<file path="src/rtl/wafc_pkg.sv">
// ----------------------------------------------------------------------------
// wafc_pkg
// Shared widths, register map, reset values and sideband types for the
// windowed attraction force block.
// ----------------------------------------------------------------------------
package wafc_pkg;

    localparam int unsigned DATA_W   = 32;
    localparam int unsigned DIFF_W   = DATA_W + 1;        // exact difference magnitude
    localparam int unsigned SQ_W     = 2 * DIFF_W;        // sum of three squares
    localparam int unsigned ROOT_W   = SQ_W / 2;          // integer square root
    localparam int unsigned PROD_W   = 2 * DATA_W;        // dividend width
    localparam int unsigned PADDR_W  = 4;
    localparam int unsigned S_DATA_W = 6 * DATA_W;
    localparam int unsigned M_DATA_W = ((3 * DATA_W + 1 + 7) / 8) * 8;

    // register byte addresses
    localparam logic [PADDR_W-1:0] ADDR_LOW_BOUND  = 4'h0;
    localparam logic [PADDR_W-1:0] ADDR_HIGH_BOUND = 4'h4;
    localparam logic [PADDR_W-1:0] ADDR_FORCE_MAG  = 4'h8;

    localparam logic [DATA_W-1:0] RST_LOW_BOUND  = 32'd0;
    localparam logic [DATA_W-1:0] RST_HIGH_BOUND = 32'd655360;
    localparam logic [DATA_W-1:0] RST_FORCE_MAG  = 32'd65536;

    // geometry carried alongside the square root
    typedef struct packed {
        logic [2:0][DATA_W-1:0] ad;
        logic [2:0]             neg;
    } geo_t;

    // geometry plus window result, carried through the first divider
    typedef struct packed {
        geo_t              geo;
        logic [DATA_W-1:0] dist_len;
        logic              in_range;
        logic              zero;
    } win_t;

    // flags carried through the component dividers
    typedef struct packed {
        logic in_range;
        logic zero;
        logic neg;
    } cflag_t;

endpackage

</file>
<file path="src/rtl/wafc_sqrt.sv">
// ----------------------------------------------------------------------------
// wafc_sqrt
// Pipelined integer square root, one result bit per stage, with a sideband
// word travelling alongside.
// ----------------------------------------------------------------------------
module wafc_sqrt
    import wafc_pkg::*;
#(
    parameter int unsigned SIDE_W = 1
) (
    input  logic                 aclk,
    input  logic                 aresetn,
    input  logic                 en,
    input  logic                 in_valid,
    input  logic [SQ_W-1:0]      in_rad,
    input  logic [SIDE_W-1:0]    in_side,
    output logic                 out_valid,
    output logic [ROOT_W-1:0]    out_root,
    output logic [SIDE_W-1:0]    out_side
);

    localparam int unsigned REM_W = ROOT_W + 1;

    logic [REM_W-1:0]  rem_reg  [0:ROOT_W];
    logic [ROOT_W-1:0] root_reg [0:ROOT_W];
    logic [SQ_W-1:0]   rad_reg  [0:ROOT_W];
    logic [SIDE_W-1:0] side_reg [0:ROOT_W];
    logic              vld_reg  [0:ROOT_W];

    assign rem_reg[0]  = '0;
    assign root_reg[0] = '0;
    assign rad_reg[0]  = in_rad;
    assign side_reg[0] = in_side;
    assign vld_reg[0]  = in_valid;

    for (genvar k = 0; k < ROOT_W; k++) begin : g_stage
        logic [REM_W+1:0] rem_sh;
        logic [REM_W+1:0] trial;
        logic             take;

        always_comb begin
            rem_sh = {rem_reg[k], rad_reg[k][SQ_W-1 -: 2]};
            trial  = {1'b0, root_reg[k], 2'b01};
            take   = rem_sh >= trial;
        end

        always_ff @(posedge aclk) begin
            if (!aresetn) begin
                vld_reg[k+1] <= 1'b0;
            end else if (en) begin
                vld_reg[k+1] <= vld_reg[k];
            end
            if (en) begin
                rem_reg[k+1]  <= take ? REM_W'(rem_sh - trial) : REM_W'(rem_sh);
                root_reg[k+1] <= {root_reg[k][ROOT_W-2:0], take};
                rad_reg[k+1]  <= {rad_reg[k][SQ_W-3:0], 2'b00};
                side_reg[k+1] <= side_reg[k];
            end
        end
    end

    assign out_valid = vld_reg[ROOT_W];
    assign out_root  = root_reg[ROOT_W];
    assign out_side  = side_reg[ROOT_W];

endmodule

</file>
<file path="config.mk">
export PLATFORM = sky130hd
export DESIGN_NAME = wafc_sqrt
export DESIGN_NICKNAME = d
export VERILOG_FILES = /design/src/rtl/wafc_pkg.sv /design/src/rtl/wafc_sqrt.sv
export SDC_FILE = /design/constraint.sdc
export NUM_CORES = 2
export LEC_CHECK = 0
export BUFFER_PORTS_ARGS = -buffer_cell sky130_fd_sc_hd__buf_2
export CAP_MARGIN = 20
export CORE_AREA = 5 5 466 468
export CTS_BUF_LIST = sky130_fd_sc_hd__clkbuf_16
export CTS_CLUSTER_DIAMETER = 150
export DETAILED_ROUTE_END_ITERATION = 10
export DIE_AREA = 0 0 471 473
export GPL_TIMING_DRIVEN = 0
export PLACE_DENSITY_LB_ADDON = 0.25
export SYNTH_ARGS = -nofsm -noshare
export SYNTH_HDL_FRONTEND = slang
export SYNTH_SLANG_ARGS = --single-unit
export TNS_END_PERCENT = 10
</file>
<file path="constraint.sdc">
create_clock -name aclk -period 3.7 [get_ports aclk]
set_clock_uncertainty 0.05 [all_clocks]
set_input_delay 0.37 -clock aclk [delete_from_list [all_inputs] [get_ports aclk]]
set_output_delay 0.37 -clock aclk [all_outputs]
set_load 0.03 [all_outputs]
</file>
* Yosys cells after proc, flatten, opt, wreduce, memory -nomap -nowiden
Index checks and enable logic that the tools add are counted.
Operators by class: $add $sub $neg 32, $lt $le $gt $ge 33, multiplexer cells 32
Operators with widths (count):
- 34-bit two-way mux | 31
- 36-bit by 10-bit >= comparator with 1-bit output | 1
- 36-bit by 11-bit >= comparator with 1-bit output | 1
- 36-bit by 12-bit >= comparator with 1-bit output | 1
- 36-bit by 13-bit >= comparator with 1-bit output | 1
- 36-bit by 14-bit >= comparator with 1-bit output | 1
- 36-bit by 15-bit >= comparator with 1-bit output | 1
- 36-bit by 16-bit >= comparator with 1-bit output | 1
- 36-bit by 17-bit >= comparator with 1-bit output | 1
- 36-bit by 18-bit >= comparator with 1-bit output | 1
- 36-bit by 19-bit >= comparator with 1-bit output | 1
- 36-bit by 20-bit >= comparator with 1-bit output | 1
- 36-bit by 21-bit >= comparator with 1-bit output | 1
- 36-bit by 22-bit >= comparator with 1-bit output | 1
- 36-bit by 23-bit >= comparator with 1-bit output | 1
- 36-bit by 24-bit >= comparator with 1-bit output | 1
- 36-bit by 25-bit >= comparator with 1-bit output | 1
- 36-bit by 26-bit >= comparator with 1-bit output | 1
- 36-bit by 27-bit >= comparator with 1-bit output | 1
- 36-bit by 28-bit >= comparator with 1-bit output | 1
- 36-bit by 29-bit >= comparator with 1-bit output | 1
- 36-bit by 3-bit >= comparator with 1-bit output | 1
- 36-bit by 30-bit >= comparator with 1-bit output | 1
- 36-bit by 31-bit >= comparator with 1-bit output | 1
- other kinds (43) | 43
Word-level totals: register bits 2740, input port bits 71, output and inout bits 35, word-level logic and storage cells 261

* Depth between registers and ports, before layout
depth in word-level cells 2, depth in mapped cells 14, depth with buffers taken out 12

* Least setup slack after synthesis
OpenSTA, ideal clock, no wires.
kind reg-to-reg, from reg rem_reg (netlist bit g_stage[18].rem_sh[2]), to reg rem_reg (netlist bit g_stage[19].rem_sh[15]) (data pin), library setup time 0.188 ns, data arrival time 3.171 ns, data required time 3.462 ns, path slack 0.291 ns, cell stages (with the launch flop) 13, buffers on the path 2, clock period less this slack 3.409 ns, path through edfxtp_1 > ha_1 > nor2b_1 > o21ai_0 > a21boi_0 > o311ai_0 > a21boi_0 > o311ai_0 > and3_1 > clkbuf_1 > clkbuf_1 > nand2_1 > o41ai_1
Between the ends: longest elaborated chain between the ends 2, elaborated cells on any way between the ends 3, those cells by class 1 x add/sub; 1 x order compare; 1 x mux
Ends and longest elaborated chain:
- start: declaration | line wafc_sqrt.sv:24 | logic [REM_W-1:0] rem_reg [0:ROOT_W];
- start signal: indexed assignment | line wafc_sqrt.sv:54 | rem_reg[k+1] <= take ? REM_W'(rem_sh - trial) : REM_W'(rem_sh);
- 34-bit by 20-bit subtractor with 34-bit output / 36-bit by 20-bit >= comparator with 1-bit output (equally long branches) | line wafc_sqrt.sv:54, wafc_sqrt.sv:44
- 34-bit two-way mux * | line wafc_sqrt.sv:54
Every way passes the cells marked *; elsewhere a longest branch is shown, timed or not. A chain may end at the register's enable or synchronous reset.

* Worst setup path in the final report
from reg rem_reg (netlist bit g_stage[24].rem_sh[12]), to reg rem_reg (netlist bit g_stage[25].rem_sh[29]) (data pin)
Between the ends: longest elaborated chain between the ends 2, elaborated cells on any way between the ends 3, those cells by class 1 x add/sub; 1 x order compare; 1 x mux
Ends and longest elaborated chain (line):
- 34-bit by 26-bit subtractor with 34-bit output / 36-bit by 26-bit >= comparator with 1-bit output (equally long branches) | wafc_sqrt.sv:54, wafc_sqrt.sv:44
- 34-bit two-way mux * | wafc_sqrt.sv:54
Marked as above.

==> impl_results.md <==
* Outcome: finished clean
* Syn avg cell area at 12.8 µm²
* Area growth, synth to finish at 12.4%
* Final worst path period share at 0.993
* Most common cell after layout, fill and taps aside: edfxtp_1
* Num rows at 170
* Syn Nets at 10600
* Final min period at 3670 ps
* Largest net degree at the start of global routing at just under 200
* Final setup violation count at 0
* Largest register FFs at ~1100
* Leak at 54.6 nW
* Yosys warns at 0
* Final hold violations at 0
* Sequential power share at 0.462
* Die ar. at 223000 µm²
* Ys flop type: edfxtp_1
* Largest cells by area after synthesis: edfxtp_1, ha_1, xnor2_1
* Placer congestion estimate at about 0.90
* Vias in the first global route at 76800
* Pwr dens at 633 nW/µm²
* Overall Power at 90.2 mW
* Layout Cells excl Fill at 13400
* # port buffers at ~110
* Final Max Tran Viols at 0
* CTS root buffer: clkbuf_16
* Post-Syn Instances at 9883
* Worst Setup Path Type: reg2reg
* Combinational Power Share at 0.221
* Final worst slack at 26.8 ps
* Total track usage at 0.242
* Int Power at 64.0 mW
* Vias at 78200
* Relative slew slack at 0.277
* RSZ-0062 raised after global routing: yes
* Layout cells sized above 1 at 0.0874
* Clock latency on the worst-skew pair at 920 ps
* CP Launch Type: register
* Slew @ Worst Pin at ~1100 ps
* Max Fclk at approximately 270 MHz
* Critical Path Fanout Max at 5
* Die height at 473 µm
* Overflow after GRT at 0
* NetSw at 26.2 mW
* Critical Path RT at ~4400 ps
* Post-route DRC at 0
* Chip width at ~470 µm
* EDFF count, synth at approximately 2700
* CP arrival at around 4300 ps
* Final hold slack at 88.9 ps
* Placed insts at 12800
* Max clock buf depth at 4
* Clock share of power at 0.316
* DRT iter0 DRCs at slightly below 7000
* FFs w/ async S/R, synth at 0
* Num CTS Buffers at 295
* Initial antenna violation count at 9
* Routed wire length at 275 mm
* Worst vdd ir at 721 µV
* Top-Level Pins at ~110
* Commonest cells after routing, fill and taps aside: edfxtp_1, inv_1, nand2_1, ha_1, a21oi_1
* Netlist cell types at 95
* Top cell type's share of synthesized area at 0.636
* Clock Pin Slew Worst Setup and Hold Paths at 70 ps
* Routed vias/inst at 5.82
* Cell taking the most area after synthesis: edfxtp_1
* First-pass GRT wire length at 429 mm
* Total Nets Final at 11100
* Core area at 213000 µm²
* Sw Ratio at 0.290
* Drt wl/cell at 20.5 µm
* Max-cap viol count at 0
* Clock sinks at 2720
* Sequential area share after synthesis at 0.642
* Post-DP HPWL at 195 mm
* Starting density of the core at 0.595
* # H-tree levels at 5
* CP Capture Type: register
* Yosys reg bits at 2720
* CTS tree: yes
* DRT Pass-1 Iters at 8
* Pre-CTS setup slack at -1130 ps
* Synthesized cell area at around 130000 µm²
* Worst hold path class: in2reg
* DRT antenna net count at 0
[Yosys cell counts, types with 88 or more instances]
master	n
edfxtp_1	2687
inv_1	773
nand2_1	709
ha_1	596
a21oi_1	579
nor2_1	565
o21ai_0	550
xnor2_1	450
xor2_1	399
a21o_1	254
nor3_1	239
clkbuf_1	184
nand3_1	161
nand2b_1	139
nor4_1	127
o21a_1	127
nor2b_1	124
nand4_1	113
or3_1	88
[power groups by stage]
stage | registers [mW] | clock network, mW | logic, mW
after detailed placement | 42.3 | 0 | 19.2
after global placement | 44.0 | 0 | 17.8
final | 41.7 | 28.5 | 19.9
after floorplan | 41.0 | 0 | 14.0
after global routing | 42.0 | 30.6 | 22.1
after CTS | 41.8 | 29.3 | 19.7
[layer usage]
metal	wire [µm]	up-vias	global-route usage
met3	12700	493	0.0292
met4	7690	2	0.0671
met1	118000	38200	0.328
met5	13	-	0
li1	-	37600	-
met2	137000	2023	0.418
[worst max-delay path, cell delays in order (launching register included)]
cell	delay, ps
edfxtp_1	470
ha_1	390
a211oi_1	260
nand2_1	90
or3_1	370
nor3_2	260
nor3_2	140
a211oi_1	410
o31ai_1	250
a2111oi_2	480
xor2_1	290
[final cells by class]
cell class / instances / area (µm²)
Sequential cell: 2720 / 81300
Inverter: 777 / 2930
Clock buffer: 301 / 7530
Fill cell: 15400 / 70600
Buffer: 207 / 977
Timing Repair Buffer: 216 / 1910
Antenna cell: 6 / 15.0
Multi-Input combinational cell: 6174 / 42500
Tap cell: 2838 / 3550
Clock inverter: 201 / 1820
[stage by stage]
stage,cell area (µm²),TNS (ps),util
after CTS,142000,-233,0.666
after global placement,131000,-,0.614
after detailed placement,131000,-645800,0.616
after global routing,143000,-2170,0.669
final,143000,0,0.669
after floorplan,127000,0,-
[final timing paths]
check | to | slack, ps | start | depth (start not counted)
worst min-delay path | g_stage[11].rem_sh[18] | 90 | en | 2
worst max-delay path | g_stage[25].rem_sh[29] | 30 | g_stage[24].rem_sh[12] | 10
worst min register to register | side_reg[12] | 330 | side_reg[13] | 0
worst max register to register | g_stage[25].rem_sh[29] | 30 | g_stage[24].rem_sh[12] | 10
[cells by family (layout without fill, tap and decap cells)]
group                      count (synthesis)  count (layout)  synth area share
buffers and inverters                    989            1702            0.0295
muxes                                    121             121            0.0103
and+or+nand+nor                         2578            2578             0.101
xor gates and xnor gates                 849             849            0.0587
other                                      1               7         0.0000296
DFF                                     2720            2720             0.642
adders and majority gates                596             596            0.0588
AOI/OAI and AO/OA                       2029            2029             0.100
[what timing repair did]
action,in CTS,in global routing
setup endpoints to repair,743,605
cloned,0,0
hold buffers,72,0
endpoints found under the hold margin,200,0
buffers inserted,4,15
pin swaps,5,15
resized for setup,165,161
No activity file was read; power rests on OpenSTA's default activity.
